$ cat config.mk
export PLATFORM = sky130hd
export DESIGN_NAME = llc_cordic
export DESIGN_NICKNAME = d
export VERILOG_FILES = /design/src/rtl/llc_pkg.sv /design/src/rtl/llc_cordic.sv
export SDC_FILE = /design/constraint.sdc
export NUM_CORES = 2
export LEC_CHECK = 0
export BUFFER_PORTS_ARGS = -buffer_cell sky130_fd_sc_hd__buf_2
export CAP_MARGIN = 20
export CELL_PAD_IN_SITES_DETAIL_PLACEMENT = 1
export CELL_PAD_IN_SITES_GLOBAL_PLACEMENT = 1
export CORE_MARGIN = 1.5
export CORE_UTILIZATION = 45
export DETAILED_ROUTE_END_ITERATION = 8
export PLACE_DENSITY_LB_ADDON = 0.1
export SYNTH_ARGS = -nofsm -noshare
export SYNTH_HDL_FRONTEND = slang
export SYNTH_SLANG_ARGS = --single-unit
$ cat constraint.sdc
create_clock -name clock -period 6.9 [get_ports clock]
set_input_delay 0.69 -clock clock [delete_from_list [all_inputs] [get_ports clock]]
set_output_delay 0.69 -clock clock [all_outputs]
set_load 0.02 [all_outputs]
$ cat src/rtl/llc_pkg.sv
// Shared constants, tables and helper functions of the latitude/longitude converter.
package llc_pkg;

   localparam logic [24:0]        ANGLE_FULL    = 25'd23592960;
   localparam logic signed [25:0] POLAR_OFFSET  = 26'sd5898240;
   localparam logic [24:0]        RECIP_45      = 25'd23860929;
   localparam logic [18:0]        DIV_45        = 19'd45;
   localparam logic signed [31:0] GAIN_Q30      = 32'sd652032874;
   localparam logic signed [29:0] OUT_LIMIT     = 30'sd16776960;
   localparam int                 MAX_ITER      = 32;
   localparam logic [15:0]        RADIUS_RESET  = 16'd3960;
   localparam logic               ADDR_RADIUS   = 1'b0;

   typedef logic signed [31:0] q30_type;

   function automatic logic [31:0] atan_entry(input logic [4:0] idx);
      logic [31:0] val;
      case (idx)
         5'd0:  val = 32'd536870912;
         5'd1:  val = 32'd316933406;
         5'd2:  val = 32'd167458907;
         5'd3:  val = 32'd85004756;
         5'd4:  val = 32'd42667331;
         5'd5:  val = 32'd21354465;
         5'd6:  val = 32'd10679838;
         5'd7:  val = 32'd5340245;
         5'd8:  val = 32'd2670163;
         5'd9:  val = 32'd1335087;
         5'd10: val = 32'd667544;
         5'd11: val = 32'd333772;
         5'd12: val = 32'd166886;
         5'd13: val = 32'd83443;
         5'd14: val = 32'd41722;
         5'd15: val = 32'd20861;
         5'd16: val = 32'd10430;
         5'd17: val = 32'd5215;
         5'd18: val = 32'd2608;
         5'd19: val = 32'd1304;
         5'd20: val = 32'd652;
         5'd21: val = 32'd326;
         5'd22: val = 32'd163;
         5'd23: val = 32'd81;
         5'd24: val = 32'd41;
         5'd25: val = 32'd20;
         5'd26: val = 32'd10;
         5'd27: val = 32'd5;
         5'd28: val = 32'd3;
         5'd29: val = 32'd1;
         5'd30: val = 32'd1;
         default: val = 32'd0;
      endcase
      return val;
   endfunction

   // Fraction part of the binary angle for a remainder b below 45.
   function automatic logic [12:0] frac_step(input logic [5:0] b);
      logic [12:0] base;
      base = 13'(b) * 13'd182;
      if (b >= 6'd34) begin
         base = base + 13'd2;
      end else if (b >= 6'd12) begin
         base = base + 13'd1;
      end
      return base;
   endfunction

   function automatic logic signed [24:0] sat_coord(input logic signed [29:0] v);
      logic signed [24:0] res;
      if (v > OUT_LIMIT) begin
         res = 25'(OUT_LIMIT);
      end else if (v < -OUT_LIMIT) begin
         res = 25'(-OUT_LIMIT);
      end else begin
         res = v[24:0];
      end
      return res;
   endfunction

endpackage

$ cat src/rtl/llc_cordic.sv
// Unrolled rotation-mode CORDIC, one iteration per stage, with a final sign stage.
module llc_cordic #(
   parameter int ITERATIONS = 18
) (
   input  logic             clock,
   input  logic             reset,
   input  logic             en,
   input  logic             in_valid,
   input  llc_pkg::q30_type angle_in,
   input  logic             flip_in,
   output logic             out_valid,
   output llc_pkg::q30_type cos_out,
   output llc_pkg::q30_type sin_out
);
   import llc_pkg::*;

   localparam int NUM = (ITERATIONS > MAX_ITER) ? MAX_ITER : ITERATIONS;

   q30_type        x_ff [NUM];
   q30_type        y_ff [NUM];
   q30_type        a_ff [NUM];
   logic [NUM-1:0] f_ff;
   logic [NUM-1:0] v_ff;
   q30_type        cos_ff, sin_ff;
   logic           vout_ff;

   for (genvar k = 0; k < NUM; k++) begin : g_iter
      q30_type xp, yp, ap;
      logic    fp, vp;
      if (k == 0) begin : g_first
         assign xp = GAIN_Q30;
         assign yp = '0;
         assign ap = angle_in;
         assign fp = flip_in;
         assign vp = in_valid;
      end else begin : g_next
         assign xp = x_ff[k-1];
         assign yp = y_ff[k-1];
         assign ap = a_ff[k-1];
         assign fp = f_ff[k-1];
         assign vp = v_ff[k-1];
      end

      always_ff @(posedge clock) begin
         if (reset) begin
            v_ff[k] <= 1'b0;
         end else if (en) begin
            v_ff[k] <= vp;
         end
      end

      always_ff @(posedge clock) begin
         if (en) begin
            if (!ap[31]) begin
               x_ff[k] <= xp - (yp >>> k);
               y_ff[k] <= yp + (xp >>> k);
               a_ff[k] <= ap - q30_type'(atan_entry(5'(k)));
            end else begin
               x_ff[k] <= xp + (yp >>> k);
               y_ff[k] <= yp - (xp >>> k);
               a_ff[k] <= ap + q30_type'(atan_entry(5'(k)));
            end
            f_ff[k] <= fp;
         end
      end
   end

   always_ff @(posedge clock) begin
      if (reset) begin
         vout_ff <= 1'b0;
      end else if (en) begin
         vout_ff <= v_ff[NUM-1];
      end
   end

   always_ff @(posedge clock) begin
      if (en) begin
         cos_ff <= f_ff[NUM-1] ? -x_ff[NUM-1] : x_ff[NUM-1];
         sin_ff <= f_ff[NUM-1] ? -y_ff[NUM-1] : y_ff[NUM-1];
      end
   end

   assign out_valid = vout_ff;
   assign cos_out   = cos_ff;
   assign sin_out   = sin_ff;

endmodule

# Word level (Yosys, flattened, before mapping)
# Memory sizes are Yosys's and may differ from the RTL's.
# Index checks and enable logic that the tools add are counted.
# totals
ff_bits	101
elab_cells	366
ram_bits	1728
mem_count	3
# mem_list
memory	depth	width	read_ports	rd_ports_with_merged_regs	write_ports	line_no	text
a_ff	18	32	17	0	18	llc_cordic.sv:21	q30_type a_ff [NUM];
x_ff	18	32	18	0	18	llc_cordic.sv:19	q30_type x_ff [NUM];
y_ff	18	32	18	0	18	llc_cordic.sv:20	q30_type y_ff [NUM];
# op_classes
mux	164
add_sub_neg	106
bitwise_logic	54
# ops
op	count
$mux 32	56
$mux 1	108
$add 32x15->32	2
$add 32x16->32	2
$add 32x17->32	2
$add 32x18->32	2
$add 32x19->32	2
$add 32x20->32	2
$add 32x21->32	2
$add 32x22->32	2
$add 32x23->32	2
$add 32x24->32	2
$add 32x25->32	2
$add 32x26->32	2
$add 32x27->32	2
$add 32x28->32	2
$add 32x29->32	2
$add 32x30->32	2
$add 32x31->32	2
$neg 32->32	2
$sub 32x15->32	2
$sub 32x16->32	2
$sub 32x17->32	2
$sub 32x18->32	2
50 further kinds	116

# Longest topological paths before layout
# An unclocked memory read counts as a cell.
# depth
word_depth	5
mapped_depth	22
mapped_depth_nobuf	22

# Worst setup path after synthesis
# No wires, ideal clock.
# synth_path
kind	input to register
startpoint	input port en
endpoint	memory a_ff[0][62] (netlist name) (data pin)
setup_ps	263
t_arrival_ps	5194
path_slack_ps	1443
required_ps	6637
stages	17
cell_sequence	clkbuf_1 > clkbuf_1 > clkbuf_1 > nand2_1 > inv_1 > ha_1 > a21o_1 > a21oi_1 > o21ai_0 > a2111oi_0 > o21a_1 > o21ai_0 > a31oi_1 > o31ai_1 > a221o_1 > a311oi_1 > xnor2_1
# synth_lines
element	line_no	text
from (decl)	llc_cordic.sv:7	input logic en,
to (decl)	llc_cordic.sv:21	

==> metrics.csv <==
metric,value,unit
r2r_start,y_ff[4][11]$_DFFE_PP_,
reg2regPathDepth,19,
tightest_slew,1070,ps
die_h,556,um
final_area,151000,um^2
dr.first_iter.drc_count,6415,
grt_first_pass_wirelength,641,mm
setup_tns,0,ps
vias,108761,
min_path_type,input pin to flip-flop,
max_freq,169,MHz
drtAntennaViolNets,0,
path_class,flip-flop to flip-flop,
slew_headroom,28.1,%
end_kind,flip-flop,
outcome,finished clean,
critPathArrivalTime,6490,ps
yosysWarnings,0,
syn_nets,15803,
start_util,45.3,%
core_area,304000,um^2
synthFlopType,edfxtp_1,
worstReg2RegEnd,x_ff[9][31]$_DFFE_PP_,
yosys.area_share.simple,12.4,%
reg2reg_slack,990,ps
grt-ovfl-total,0,
grt_usage,25.7,%
postCtsSetupBuffers,0,
numCtsBuffers,207,
clockRootBuffer,clkbuf_16,
syn2layout_area_growth,9.26,%
layout-drive-gt1-share,4.95,%
hold_depth,2,
syn_inst,14101,
synth_edf_count,1659,
syn_area_per_cell,9.77,um^2
die_area,309000,um^2
routed_wirelength,406,mm
vias_per_cell,5.85,
grt_pass1_vias,113332,
synth_mux_area_share,0.956,%
chipWidth,556,um
clk_latency,900,ps
fin_skew,46.9,ps
rsz0062_at_grt,no,
period_needed,5910,ps
hold_viol_final,0,
dp.cells,18171,
ys_ff_latch,1678,
yosys.area_share.adder,15.4,%
io-pin-count,102,
synth-seq-area-share,36.4,%
netlist.area_leader.share,36.2,%
yosys.area.top_type,edfxtp_1,
post-route-period-util,85.7,%
startpoint,y_ff[4][11]$_DFFE_PP_,
async_reset_ff_share,0,%
maxCapViolCount,0,
drc,0,
synthXorXnorAreaFrac,12.9,%
hold_start,angle_in[31],
gp_congestion,0.914,
final_cells,18578,
slew_viol_final,0,
synth_top_family_by_area,compound AO/OA/AOI/OAI gates,
cts_htree_levels,4,
cts_num_sinks,1678,
cts_tree,yes,
post_drt_wl_per_cell,21.8,um
nets,16035,
dpl.hpwl,324,mm
setup.worst_path.start_class,flip-flop,
crit_fanout,5,
grt_start_max_net_pins,149,
antenna_found_initial,6,
port_buffers,101,
hold_path_end,y_ff[0][29]$_DFFE_PP_,
crit_required,7480,ps
hold_slack,153,ps
yosys-top-cells-area,"edfxtp_1 (36%), ha_1 (15%), xnor2_1 (8.6%)",
placed_area,143000,um^2
core.rowCount,202,
finalSetupViolCount,0,
cts_buffer_depth,4,
synth_compound_area_share,19.8,%
syn_area,138000,um^2
clk_pin_slew,60,ps
synth_cell_types,86,
first_pass_iters,5,
[critical path, cell delays in order (launching register included)]
cell and delay [ps]:
edfxtp_1 490, nor3_1 290, nand2b_1 140, nor3_1 330, nand2_1 110, nor3_1 430
nand3b_1 240, nor4_1 550, a21oi_1 160, xor2_1 220, ha_1 390, nand2_1 70
nor3_1 400, nand4_1 230, nand3_1 220, a21oi_1 150, o21ai_0 430, a211o_1 210
a21oi_1 80, xnor2_1 470
[per-stage QoR]
step                util, %  worst slack [ps]
CTS                    49.5              1220
global placement       47.2              1010
global route           49.5               742
finish                 49.5               987
detailed placement     47.2               873
floorplan                 -              1440
[Yosys cell counts, types with 22 or more instances]
library cell,n
a21oi_1,1456
nand3b_1,32
a21boi_0,38
nand4_1,111
xnor2_1,1352
a31o_2,31
and2_1,62
o21ai_0,796
a2111oi_0,48
nand2_1,839
a21o_1,747
mux2i_1,82
edfxtp_1,1659
and3_1,110
clkbuf_1,188
nor3_1,299
nor4_1,82
nor2b_1,167
mux2_2,44
fa_1,50
inv_1,555
buf_1,32
xor2_1,673
o211ai_1,36
nor2_1,999
or4_1,46
or2_2,60
nor3b_1,34
o21bai_1,174
o2111ai_1,27
o41ai_1,66
ha_1,1615
nand3_1,234
a211oi_1,111
a31oi_1,143
nand2b_1,229
o21a_1,177
and4_1,37
o311ai_0,23
a21bo_2,22
a211o_1,36
o31ai_1,154
or3_1,124
a41oi_1,26
[per-layer routing]
| metal | track usage (%) | share of wire, % |
|---|---|---|
| met1 | 33.6 | 46 |
| met5 | 0 | 0 |
| met3 | 2.22 | 3.2 |
| met2 | 45.1 | 48 |
| met4 | 6.88 | 2.7 |
[area by class of cell]
type / count / area, um^2
fill: 33948 / 153000
antenna: 1 / 2.50
inverter: 567 / 2130
multi-input combinational: 11632 / 84600
clock inverter: 125 / 1250
sequential: 1678 / 50200
clock buffer: 248 / 5440
timing repair buffer: 247 / 1770
tap: 4080 / 5100
[logic make-up after synthesis]
kind of cell,after synthesis
buffers and inverters,791
flip-flops,1678
adder cells (fa/ha/maj),1665
multiplexers,126
AND/OR/NAND/NOR,3513
AO/OA/AOI/OAI,4302
XOR/XNOR,2026
[sequential cells by signal, summed over array words and instances (netlist names)]
| register | count |
|---|---|
| cos_out | 32 |
| x_ff | 520 |
| a_ff | 512 |
| f_ff | 1 |
| g_iter.fp | 17 |
| y_ff | 545 |
| out_valid | 1 |
| v_ff | 1 |
| g_iter.vp | 17 |
| sin_out | 32 |
[layout by cell type, fill, tap and decap left out, types with 143 or more instances in the layout]
| master | instances |
|---|---|
| nor2b_1 | 167 |
| o21ai_0 | 796 |
| a21o_1 | 747 |
| o21a_1 | 177 |
| nand2b_1 | 229 |
| nor3_1 | 299 |
| a31oi_1 | 143 |
| inv_1 | 551 |
| o21bai_1 | 174 |
| a21oi_1 | 1456 |
| o31ai_1 | 154 |
| xnor2_1 | 1352 |
| nand3_1 | 234 |
| ha_1 | 1615 |
| nand2_1 | 829 |
| xor2_1 | 673 |
| clkbuf_16 | 212 |
| nor2_1 | 999 |
| edfxtp_1 | 1659 |
[worst max path at each step]
stage,to
floorplan,a_ff[0][62]$_DFFE_PP_
global placement,x_ff[5][26]$_DFFE_PP_
detailed placement,a_ff[3][31]$_DFFE_PP_
CTS,x_ff[9][31]$_DFFE_PP_
global route,x_ff[9][31]$_DFFE_PP_
finish,x_ff[9][31]$_DFFE_PP_
[timing repair]
| item | CTS | global route |
|---|---|---|
| setup endpoints to repair | 0 | 0 |
| hold buffers | 32 | 0 |
| resized for setup | 0 | 0 |
| hold endpoints to repair | 32 | 0 |
Power is left out: the tool's default activity adds up to more than one toggle a clock period on the data nets, which glitch-free logic cannot reach.
